## src/hdl/tacs_pkg.sv

```systemverilog
// Shared types and constants for the toggle-acknowledge chunk sender.
`timescale 1ns / 1ps
`default_nettype none

package tacs_pkg;

    // Fixed field widths of the stream words
    localparam int unsigned BYTE_W    = 8;
    localparam int unsigned CMD_W     = 2;
    localparam int unsigned STATUS_W  = 3;
    localparam int unsigned WAIT_W    = 16;
    // Chunk byte count, wide enough for chunks of up to fifteen bytes
    localparam int unsigned CNT_W     = 4;
    localparam int unsigned S_TDATA_W = 32;
    localparam int unsigned M_TDATA_W = 24;

    // Reset value of the miss limit register
    localparam logic [WAIT_W-1:0] WAIT_RESET = 16'd80;

    // Command codes of an input word
    localparam logic [CMD_W-1:0] CMD_WRITE   = 2'd0;
    localparam logic [CMD_W-1:0] CMD_START   = 2'd1;
    localparam logic [CMD_W-1:0] CMD_GET     = 2'd2;
    localparam logic [CMD_W-1:0] CMD_CONFIRM = 2'd3;

    // Sender mode codes, also reported as the status field
    localparam logic [STATUS_W-1:0] MODE_IDLE        = 3'd0;
    localparam logic [STATUS_W-1:0] MODE_SENDING     = 3'd1;
    localparam logic [STATUS_W-1:0] MODE_RESYNC      = 3'd2;
    localparam logic [STATUS_W-1:0] MODE_RESYNC_SEND = 3'd3;
    localparam logic [STATUS_W-1:0] MODE_WAIT_NEXT   = 3'd4;

    // One unit of work handed from the control stage to the output stage
    typedef struct packed {
        logic                is_write;
        logic [BYTE_W-1:0]   wr_index;
        logic [BYTE_W-1:0]   wr_value;
        logic [BYTE_W-1:0]   base_off;
        logic [CNT_W-1:0]    count;
        logic [BYTE_W-1:0]   pkg;
        logic [STATUS_W-1:0] status;
    } t_job;

endpackage

`default_nettype wire

```

## src/hdl/toggle_ack_chunk_sender.sv

```systemverilog
// An accepted input word is held in the job register; each of its result words then passes
// through the result word register before it is offered. Throughput: one result word per
// cycle unless the output stalls; a word that yields one result can be taken every cycle, a
// payload request holds the input side until its bytes are read (one store read per cycle).
// Reset: synchronous, active low; clears the sender state and the limit register to 80.
// The message store is not cleared and holds unknown data until written.
`timescale 1ns / 1ps
`default_nettype none

module toggle_ack_chunk_sender #(
    parameter int unsigned BYTES_PER_CALL = 5,
    parameter int unsigned RESYNC_PACKAGE = 63,
    parameter int unsigned STORE_DEPTH    = 256
) (
    input  wire logic                              i_clk,
    input  wire logic                              i_rst_n,
    // Input words
    input  wire logic                              s_axis_tvalid,
    output logic                                   s_axis_tready,
    // byte_index [7:0], byte_value [15:8], msg_length [23:16], confirm_bit [24]
    input  wire logic [tacs_pkg::S_TDATA_W-1:0]    s_axis_tdata,
    // command [1:0]
    input  wire logic [tacs_pkg::CMD_W-1:0]        s_axis_tuser,
    // Result words
    output logic                                   m_axis_tvalid,
    input  wire logic                              m_axis_tready,
    // package_index [7:0], payload_byte [15:8], sender_active [16], sender_status [19:17]
    output logic [tacs_pkg::M_TDATA_W-1:0]         m_axis_tdata,
    // byte_valid [0]
    output logic                                   m_axis_tuser,
    output logic                                   m_axis_tlast,
    // Limit register write
    input  wire logic                              i_cfg_valid,
    output logic                                   o_cfg_ready,
    input  wire logic [tacs_pkg::WAIT_W-1:0]       i_cfg_data
);
    import tacs_pkg::*;

    t_job                w_job;
    logic                w_accept;
    logic [BYTE_W-1:0]   w_pkg;
    logic [BYTE_W-1:0]   w_byte;
    logic [STATUS_W-1:0] w_status;

    assign w_accept    = s_axis_tvalid && s_axis_tready;
    assign o_cfg_ready = 1'b1;

    // Protocol state update
    tacs_ctrl #(
        .BYTES_PER_CALL (BYTES_PER_CALL),
        .RESYNC_PACKAGE (RESYNC_PACKAGE)
    ) u_ctrl (
        .i_clk         (i_clk),
        .i_rst_n       (i_rst_n),
        .i_accept      (w_accept),
        .i_command     (s_axis_tuser),
        .i_byte_index  (s_axis_tdata[7:0]),
        .i_byte_value  (s_axis_tdata[15:8]),
        .i_msg_length  (s_axis_tdata[23:16]),
        .i_confirm_bit (s_axis_tdata[24]),
        .i_cfg_we      (i_cfg_valid),
        .i_cfg_data    (i_cfg_data),
        .o_job         (w_job)
    );

    // Store access and result words
    tacs_emit #(
        .STORE_DEPTH (STORE_DEPTH)
    ) u_emit (
        .i_clk        (i_clk),
        .i_rst_n      (i_rst_n),
        .i_accept     (w_accept),
        .i_job        (w_job),
        .o_in_ready   (s_axis_tready),
        .i_out_ready  (m_axis_tready),
        .o_out_valid  (m_axis_tvalid),
        .o_pkg        (w_pkg),
        .o_byte       (w_byte),
        .o_byte_valid (m_axis_tuser),
        .o_last       (m_axis_tlast),
        .o_status     (w_status)
    );

    assign m_axis_tdata = {4'b0000, w_status, (w_status != MODE_IDLE), w_byte, w_pkg};

endmodule

`default_nettype wire

```

## src/hdl/tacs_ctrl.sv

```systemverilog
// Sender state machine: updates the protocol state for each accepted word.
`timescale 1ns / 1ps
`default_nettype none

module tacs_ctrl #(
    parameter int unsigned BYTES_PER_CALL = 5,
    parameter int unsigned RESYNC_PACKAGE = 63
) (
    input  wire logic                          i_clk,
    input  wire logic                          i_rst_n,
    input  wire logic                          i_accept,
    input  wire logic [tacs_pkg::CMD_W-1:0]    i_command,
    input  wire logic [tacs_pkg::BYTE_W-1:0]   i_byte_index,
    input  wire logic [tacs_pkg::BYTE_W-1:0]   i_byte_value,
    input  wire logic [tacs_pkg::BYTE_W-1:0]   i_msg_length,
    input  wire logic                          i_confirm_bit,
    input  wire logic                          i_cfg_we,
    input  wire logic [tacs_pkg::WAIT_W-1:0]   i_cfg_data,
    output tacs_pkg::t_job                     o_job
);
    import tacs_pkg::*;

    logic [WAIT_W-1:0]   r_max_wait, n_max_wait;
    logic [STATUS_W-1:0] r_mode, n_mode;
    logic                r_toggle, n_toggle;
    logic [WAIT_W-1:0]   r_miss, n_miss;
    logic [BYTE_W-1:0]   r_len, n_len;
    logic [BYTE_W-1:0]   r_off, n_off;
    logic [BYTE_W-1:0]   r_pc, n_pc;
    logic [CNT_W-1:0]    r_lcb, n_lcb;

    logic [BYTE_W-1:0]   w_rem;
    logic [CNT_W-1:0]    w_cnt;
    logic [BYTE_W:0]     w_end;
    logic                w_final;
    logic [WAIT_W-1:0]   w_miss_inc;
    logic [BYTE_W-1:0]   w_off_adv;

    // Size of the chunk that a payload request would send now
    always_comb begin
        w_rem = r_len - r_off;
        if (w_rem < BYTE_W'(BYTES_PER_CALL)) begin
            w_cnt = w_rem[CNT_W-1:0];
        end else begin
            w_cnt = CNT_W'(BYTES_PER_CALL);
        end
        w_end   = {1'b0, r_off} + (BYTE_W+1)'(w_cnt);
        w_final = (r_pc > BYTE_W'(1)) && (w_end >= {1'b0, r_len});
    end

    assign w_miss_inc = r_miss + WAIT_W'(1);
    assign w_off_adv  = r_off + BYTE_W'(r_lcb);

    // Next state and the job for the output stage
    always_comb begin
        n_max_wait = r_max_wait;
        n_mode     = r_mode;
        n_toggle   = r_toggle;
        n_miss     = r_miss;
        n_len      = r_len;
        n_off      = r_off;
        n_pc       = r_pc;
        n_lcb      = r_lcb;

        o_job          = '0;
        o_job.wr_index = i_byte_index;
        o_job.wr_value = i_byte_value;
        o_job.base_off = r_off;

        if (i_cfg_we) begin
            n_max_wait = i_cfg_data;
        end

        if (i_accept) begin
            unique case (i_command)
                CMD_WRITE: begin
                    o_job.is_write = 1'b1;
                end
                CMD_START: begin
                    n_len  = i_msg_length;
                    n_off  = '0;
                    n_pc   = BYTE_W'(1);
                    n_miss = '0;
                    n_mode = (r_mode == MODE_IDLE) ? MODE_SENDING : MODE_RESYNC_SEND;
                end
                CMD_GET: begin
                    n_lcb = '0;
                    if (r_mode == MODE_RESYNC || r_mode == MODE_RESYNC_SEND) begin
                        o_job.pkg = BYTE_W'(RESYNC_PACKAGE);
                    end else if (r_mode == MODE_SENDING) begin
                        n_lcb       = w_cnt;
                        o_job.count = w_cnt;
                        o_job.pkg   = w_final ? '0 : r_pc;
                    end
                end
                CMD_CONFIRM: begin
                    unique case (r_mode)
                        MODE_SENDING: begin
                            if (i_confirm_bit != r_toggle) begin
                                n_miss = w_miss_inc;
                                if (w_miss_inc > r_max_wait) begin
                                    n_toggle = ~i_confirm_bit;
                                    n_mode   = MODE_RESYNC;
                                end
                            end else begin
                                n_off = w_off_adv;
                                if (w_off_adv >= r_len) begin
                                    n_mode = (r_pc == BYTE_W'(1)) ? MODE_WAIT_NEXT
                                                                  : MODE_IDLE;
                                end
                                n_pc     = r_pc + BYTE_W'(1);
                                n_toggle = ~r_toggle;
                                n_miss   = '0;
                            end
                        end
                        MODE_RESYNC, MODE_RESYNC_SEND, MODE_WAIT_NEXT: begin
                            if (i_confirm_bit == r_toggle) begin
                                n_mode   = (r_mode == MODE_RESYNC_SEND) ? MODE_SENDING
                                                                        : MODE_IDLE;
                                n_toggle = ~i_confirm_bit;
                            end else if (r_mode == MODE_WAIT_NEXT) begin
                                n_miss = w_miss_inc;
                                if (w_miss_inc > r_max_wait) begin
                                    n_toggle = ~i_confirm_bit;
                                    n_mode   = MODE_RESYNC;
                                end
                            end
                        end
                        default: begin
                        end
                    endcase
                end
                default: begin
                end
            endcase
        end

        o_job.status = n_mode;
    end

    // State registers
    always_ff @(posedge i_clk) begin
        if (!i_rst_n) begin
            r_max_wait <= WAIT_RESET;
            r_mode     <= MODE_IDLE;
            r_toggle   <= 1'b1;
            r_miss     <= '0;
            r_len      <= '0;
            r_off      <= '0;
            r_pc       <= BYTE_W'(1);
            r_lcb      <= '0;
        end else begin
            r_max_wait <= n_max_wait;
            r_mode     <= n_mode;
            r_toggle   <= n_toggle;
            r_miss     <= n_miss;
            r_len      <= n_len;
            r_off      <= n_off;
            r_pc       <= n_pc;
            r_lcb      <= n_lcb;
        end
    end

endmodule

`default_nettype wire

```

## src/hdl/tacs_emit.sv

```systemverilog
// Output stage: job register, message store and the result word register.
`timescale 1ns / 1ps
`default_nettype none

module tacs_emit #(
    parameter int unsigned STORE_DEPTH = 256
) (
    input  wire logic                          i_clk,
    input  wire logic                          i_rst_n,
    input  wire logic                          i_accept,
    input  tacs_pkg::t_job                     i_job,
    output logic                               o_in_ready,
    input  wire logic                          i_out_ready,
    output logic                               o_out_valid,
    output logic [tacs_pkg::BYTE_W-1:0]        o_pkg,
    output logic [tacs_pkg::BYTE_W-1:0]        o_byte,
    output logic                               o_byte_valid,
    output logic                               o_last,
    output logic [tacs_pkg::STATUS_W-1:0]      o_status
);
    import tacs_pkg::*;

    localparam int unsigned AW    = $clog2(STORE_DEPTH);
    localparam int unsigned WRAPW = BYTE_W + 5;

    // Reduce a position modulo the store depth by conditional subtraction
    function automatic logic [AW-1:0] f_wrap(input logic [BYTE_W:0] v);
        logic [WRAPW-1:0] r;
        logic [WRAPW-1:0] d;
        int               k;
        r = WRAPW'(v);
        for (k = 4; k >= 0; k--) begin
            d = WRAPW'(STORE_DEPTH) << k;
            if (r >= d) begin
                r = r - d;
            end
        end
        return r[AW-1:0];
    endfunction

    logic [BYTE_W-1:0] r_store [STORE_DEPTH];

    t_job              r_job;
    logic              r_job_v;
    logic [CNT_W-1:0]  r_idx;

    logic              r_out_v;
    logic [BYTE_W-1:0] r_pkg;
    logic [BYTE_W-1:0] r_rd;
    logic              r_bval;
    logic              r_last;
    logic [STATUS_W-1:0] r_status;

    logic              w_adv;
    logic              w_done;
    logic [AW-1:0]     w_raddr;
    logic [AW-1:0]     w_waddr;

    // One result leaves the job register whenever the output register frees up
    assign w_adv      = r_job_v && (!r_out_v || i_out_ready);
    assign w_done     = (r_job.count == '0) || ((r_idx + CNT_W'(1)) == r_job.count);
    assign o_in_ready = !r_job_v || (w_adv && w_done);
    assign w_raddr    = f_wrap({1'b0, r_job.base_off} + (BYTE_W+1)'(r_idx));
    assign w_waddr    = f_wrap({1'b0, r_job.wr_index});

    // Job register and byte counter
    always_ff @(posedge i_clk) begin
        if (!i_rst_n) begin
            r_job_v <= 1'b0;
            r_idx   <= '0;
        end else if (o_in_ready && i_accept) begin
            r_job_v <= 1'b1;
            r_idx   <= '0;
        end else if (w_adv && w_done) begin
            r_job_v <= 1'b0;
        end else if (w_adv) begin
            r_idx <= r_idx + CNT_W'(1);
        end
    end

    always_ff @(posedge i_clk) begin
        if (o_in_ready && i_accept) begin
            r_job <= i_job;
        end
    end

    // Message store: writes and reads happen in job order
    always_ff @(posedge i_clk) begin
        if (w_adv && r_job.is_write) begin
            r_store[w_waddr] <= r_job.wr_value;
        end
        if (w_adv && !r_job.is_write && (r_job.count != '0)) begin
            r_rd <= r_store[w_raddr];
        end
    end

    // Result word register
    always_ff @(posedge i_clk) begin
        if (!i_rst_n) begin
            r_out_v <= 1'b0;
        end else if (w_adv) begin
            r_out_v <= 1'b1;
        end else if (i_out_ready) begin
            r_out_v <= 1'b0;
        end
    end

    always_ff @(posedge i_clk) begin
        if (w_adv) begin
            r_pkg    <= r_job.is_write ? '0 : r_job.pkg;
            r_bval   <= !r_job.is_write && (r_job.count != '0);
            r_last   <= w_done;
            r_status <= r_job.status;
        end
    end

    assign o_out_valid  = r_out_v;
    assign o_pkg        = r_pkg;
    assign o_byte       = r_bval ? r_rd : '0;
    assign o_byte_valid = r_bval;
    assign o_last       = r_last;
    assign o_status     = r_status;

endmodule

`default_nettype wire

```

## config.mk

```make
export PLATFORM = sky130hd
export DESIGN_NAME = toggle_ack_chunk_sender
export DESIGN_NICKNAME = d
export VERILOG_FILES = /design/src/hdl/tacs_pkg.sv /design/src/hdl/toggle_ack_chunk_sender.sv /design/src/hdl/tacs_ctrl.sv /design/src/hdl/tacs_emit.sv
export SDC_FILE = /design/constraint.sdc
export NUM_CORES = 2
export LEC_CHECK = 0
export ABC_CLOCK_PERIOD_IN_PS = 5800
export BUFFER_PORTS_ARGS = -buffer_cell sky130_fd_sc_hd__buf_2
export CORE_ASPECT_RATIO = 0.75
export CORE_MARGIN = 2
export CORE_UTILIZATION = 45
export DETAILED_ROUTE_END_ITERATION = 7
export SYNTH_ARGS = -nofsm -noshare
export SYNTH_HDL_FRONTEND = slang
export SYNTH_SLANG_ARGS = --single-unit
export TNS_END_PERCENT = 50
```

## constraint.sdc

```tcl
create_clock -name i_clk -period 5.8 [get_ports i_clk]
set_clock_uncertainty 0.1 [all_clocks]
set_input_delay 0.58 -clock i_clk [delete_from_list [all_inputs] [get_ports i_clk]]
set_output_delay 0.58 -clock i_clk [all_outputs]
set_load 0.05 [all_outputs]
```

==> impl_metrics.ini <==
[setup_path]
timing.critical_path.arrival_ps = 6010
crit_path_end_kind = flip-flop
path_class = reg -> reg
path_max_fanout = 6
r2r_start = u_ctrl.r_len[0]$_SDFFE_PN0P_
critical_path_launch_point = u_ctrl.r_len[0]$_SDFFE_PN0P_
startpoint_type = flip-flop
worst_ep_required_time_ps = 6380

[cells_and_area]
fraction_of_final_layout_cells_with_drive_strength_greater_than_1_pct = 25.6
layout.nets = 4445
multi_input_area_um2 = 20400
fillcell_total = 15000
syn2layout_area_growth_pct = 12.6
area.sequential_um2 = 64700
finish.instance_area_um2 = 97000
fin_util_pct = 50.9

[cts]
cts_tree = done
clock_tree.buffer_depth = 3
numCtsBuffers = 198
worst_skew_pair.late_latency_ps = 830
htreeDepth = 4
cts_resized = 0
cts.sink_count = 2179
clk_pin_slew_ps = 60
clock_tree.root_cell = sky130_fd_sc_hd__clkbuf_16
cts.hold.buffers_added = 44
cts_post_setup_buffers_inserted = 0

[drt]
number_of_nets_with_antenna_violations_after_routing = 0
drt_wl_total_um = 209000
drt_first_iter_violations = 5151
drc = 0
via_count = 41600
wl_per_cell_um = 29.6
drt-vias-per-instance = 5.91
drtPass1Iterations = 5

[sta]
headroom_to_the_max_slew_limit_pct = 11.9
max_frequency_mhz = 184
timing_max_transition_violations_final = 0
timing_worst_slew_pin_value_ps = 1320
min_period_over_period_pct = 93.6
setup_viol = 0
timing.setup.tns_ps = 0
rsz_0062_raised_after_global_routing = no
final_hold_viol_count = 0
final.hold.worst_slack_ps = 80.7
timing.final.crit_period_ps = 5430

[floorplanning]
start_util_pct = 45.2
fp.dieH_um = 383
cell_rows = 139
die_area_um2 = 195000
io_pins = 84
core_region_area_um2 = 191000
chipWidth_um = 509

[place]
place.port_buffers = 71
detailedPlacementHpwl_um = 127000
gp_congestion = 0.842
placed_area_um2 = 90200

[run_status]
outcome = completed

[global_routing]
grt_start_max_net_pins = 193
initial_antenna_violation_count = 8
first_global_vias = 41100
track_usage_pct = 21.5
global_route.overflow_total = 0
wire_length_of_the_first_global_routing_pass_um = 299000

[synthesis]
synth_cells = 4086
synth.ff_latch_count = 2179
synth_common_cells = 2109 x sky130_fd_sc_hd__edfxtp_1, 640 x sky130_fd_sc_hd__mux4_2, 320 x sky130_fd_sc_hd__nor2_1
synth_enable_flop_cells = 2109
seq_area_frac_synth_pct = 75.1
synth-main-ff-cell = sky130_fd_sc_hd__edfxtp_1
ys_warn_count = 0
synth_async_sr_flop_share_pct = 0
synth_largest_area_cell = sky130_fd_sc_hd__edfxtp_1
yosys-top-cells-area = sky130_fd_sc_hd__edfxtp_1 74%, sky130_fd_sc_hd__mux4_2 17%, sky130_fd_sc_hd__dfxtp_1 1.6%, sky130_fd_sc_hd__nor2_1 1.4%, sky130_fd_sc_hd__ha_1 0.83%
synth.most_common_cell = sky130_fd_sc_hd__edfxtp_1
post_synth.cell_area_avg_um2 = 21.1
netlist-cell-type-count = 62
synthDominantCellAreaShare_pct = 73.5
synth_area_um2 = 86200

[power]
power.leakage_nw = 30.2
highest_ir_drop_seen_on_vdd_mv = 0.322
power.density_cell_area_nw_per_um2 = 348

[job]
maxCapViolations = 0

[worst_hold_path]
hold_path_startpoint = s_axis_tuser[0]
worstHoldPathType = in -> reg
==> state kept, by name (all words and copies together) (netlist names) <==
signal and flops:
u_emit.r_rd 8, u_emit.r_job 32, u_emit.o_status 3, u_ctrl.r_miss 16, u_ctrl.r_len 8, u_ctrl.r_mode 3
u_emit.r_store 2048, u_emit.o_out_valid 1, u_ctrl.r_off 8, u_emit.o_last 1, u_emit.r_idx 4, u_emit.w_waddr 8
u_emit.o_pkg 8, u_ctrl.r_lcb 4, u_emit.o_byte_valid 1, u_ctrl.r_toggle 1, u_ctrl.r_max_wait 16, u_ctrl.r_pc 8
u_emit.r_job_v 1
==> cell type report <==
type                       count  share of cell area (%)
antenna                        5                  0.0129
clock buffer                 248                    5.46
clock inverter               121                    1.12
inverter                      48                   0.186
multi-input combinational   1652                    21.0
sequential                  2179                    66.7
tap                         2538                    3.27
timing repair buffer         250                    2.26
==> metrics by stage <==
step	cells	total power, mW	setup WS (ps)
floorplan	4091	20.0	940
global placement	6623	21.0	429
detailed placement	6623	21.1	427
CTS	7036	34.0	397
global route	7037	34.7	6.06
finish	7041	33.7	372
==> logic make-up (layout without fill, tap and decap cells) <==
kind of cell               after synthesis  after routing  synth area share [%]
DFF                                   2179           2179                  75.1
muxes                                  677            677                  17.2
and+or+nand+nor                        675            675                  3.46
buffers and inverters                  260            667                  1.41
AOI/OAI and AO/OA                      184            184                  1.41
adders and majority gates               61             61                 0.921
xor gates and xnor gates                48             48                 0.497
other                                    2             12               0.00872
==> worst max-delay path, stage by stage (launching register included) <==
cell and delay (ps):
sky130_fd_sc_hd__dfxtp_1 340, sky130_fd_sc_hd__inv_1 80, sky130_fd_sc_hd__ha_1 160, sky130_fd_sc_hd__inv_1 60, sky130_fd_sc_hd__fa_1 420, sky130_fd_sc_hd__a21o_1 180, sky130_fd_sc_hd__a21oi_1 180, sky130_fd_sc_hd__xor2_1 160
sky130_fd_sc_hd__o211ai_1 120, sky130_fd_sc_hd__nor4_2 450, sky130_fd_sc_hd__nand2b_1 180, sky130_fd_sc_hd__ha_1 370, sky130_fd_sc_hd__a21o_1 220, sky130_fd_sc_hd__or2_1 280, sky130_fd_sc_hd__xor2_1 170, sky130_fd_sc_hd__ha_1 300
sky130_fd_sc_hd__a21o_1 160, sky130_fd_sc_hd__a211o_1 280, sky130_fd_sc_hd__a21o_1 170, sky130_fd_sc_hd__a21o_1 170, sky130_fd_sc_hd__a21oi_1 310, sky130_fd_sc_hd__o21a_1 280, sky130_fd_sc_hd__a21o_1 150
==> per-layer routing <==
metal | wire length [µm] | vias up | global-route usage [%] | share of wire, %
met1 | 92700 | 22300 | 32.9 | 44
met4 | 4660 | 4 | 5.52 | 2.2
met2 | 92900 | 1654 | 30.9 | 45
met5 | 22 | - | 0 | 0.011
li1 | - | 17400 | - | -
met3 | 18300 | 236 | 5.32 | 8.8
==> power by group <==
group          switching, mW  total, mW  leakage, nW  internal [mW]
Clock                   5.75       13.0         3.14           7.27
Combinational           1.87       3.24         7.53           1.37
Sequential            0.0526       17.5         19.6           17.4
Total                   7.67       33.7         30.2           26.1
==> worst paths after layout <==
kind                                    end  slack [ps]  cells past startpoint
max reg2reg   u_emit.r_job[8]$_SDFFCE_PN0P_         370                     22
max           u_emit.r_job[8]$_SDFFCE_PN0P_         370                     22
min reg2reg    u_emit.o_status[2]$_DFFE_PP_         320                      0
min          u_emit.r_job[39]$_SDFFCE_PN0P_          80                      2
==> cell usage in the layout, fill, tap and decap left out, types with 56 or more instances in the layout <==
cell / Yosys / layout
sky130_fd_sc_hd__a21oi_1: 57 / 56
sky130_fd_sc_hd__buf_2: 62 / 71
sky130_fd_sc_hd__buf_4: 16 / 104
sky130_fd_sc_hd__clkbuf_16: 0 / 205
sky130_fd_sc_hd__dfxtp_1: 70 / 70
sky130_fd_sc_hd__edfxtp_1: 2109 / 2109
sky130_fd_sc_hd__ha_1: 57 / 56
sky130_fd_sc_hd__mux4_2: 640 / 640
sky130_fd_sc_hd__nand2_1: 147 / 147
sky130_fd_sc_hd__nand3_1: 75 / 71
sky130_fd_sc_hd__nor2_1: 320 / 320
Note: power is estimated with default switching activity, not from simulation.
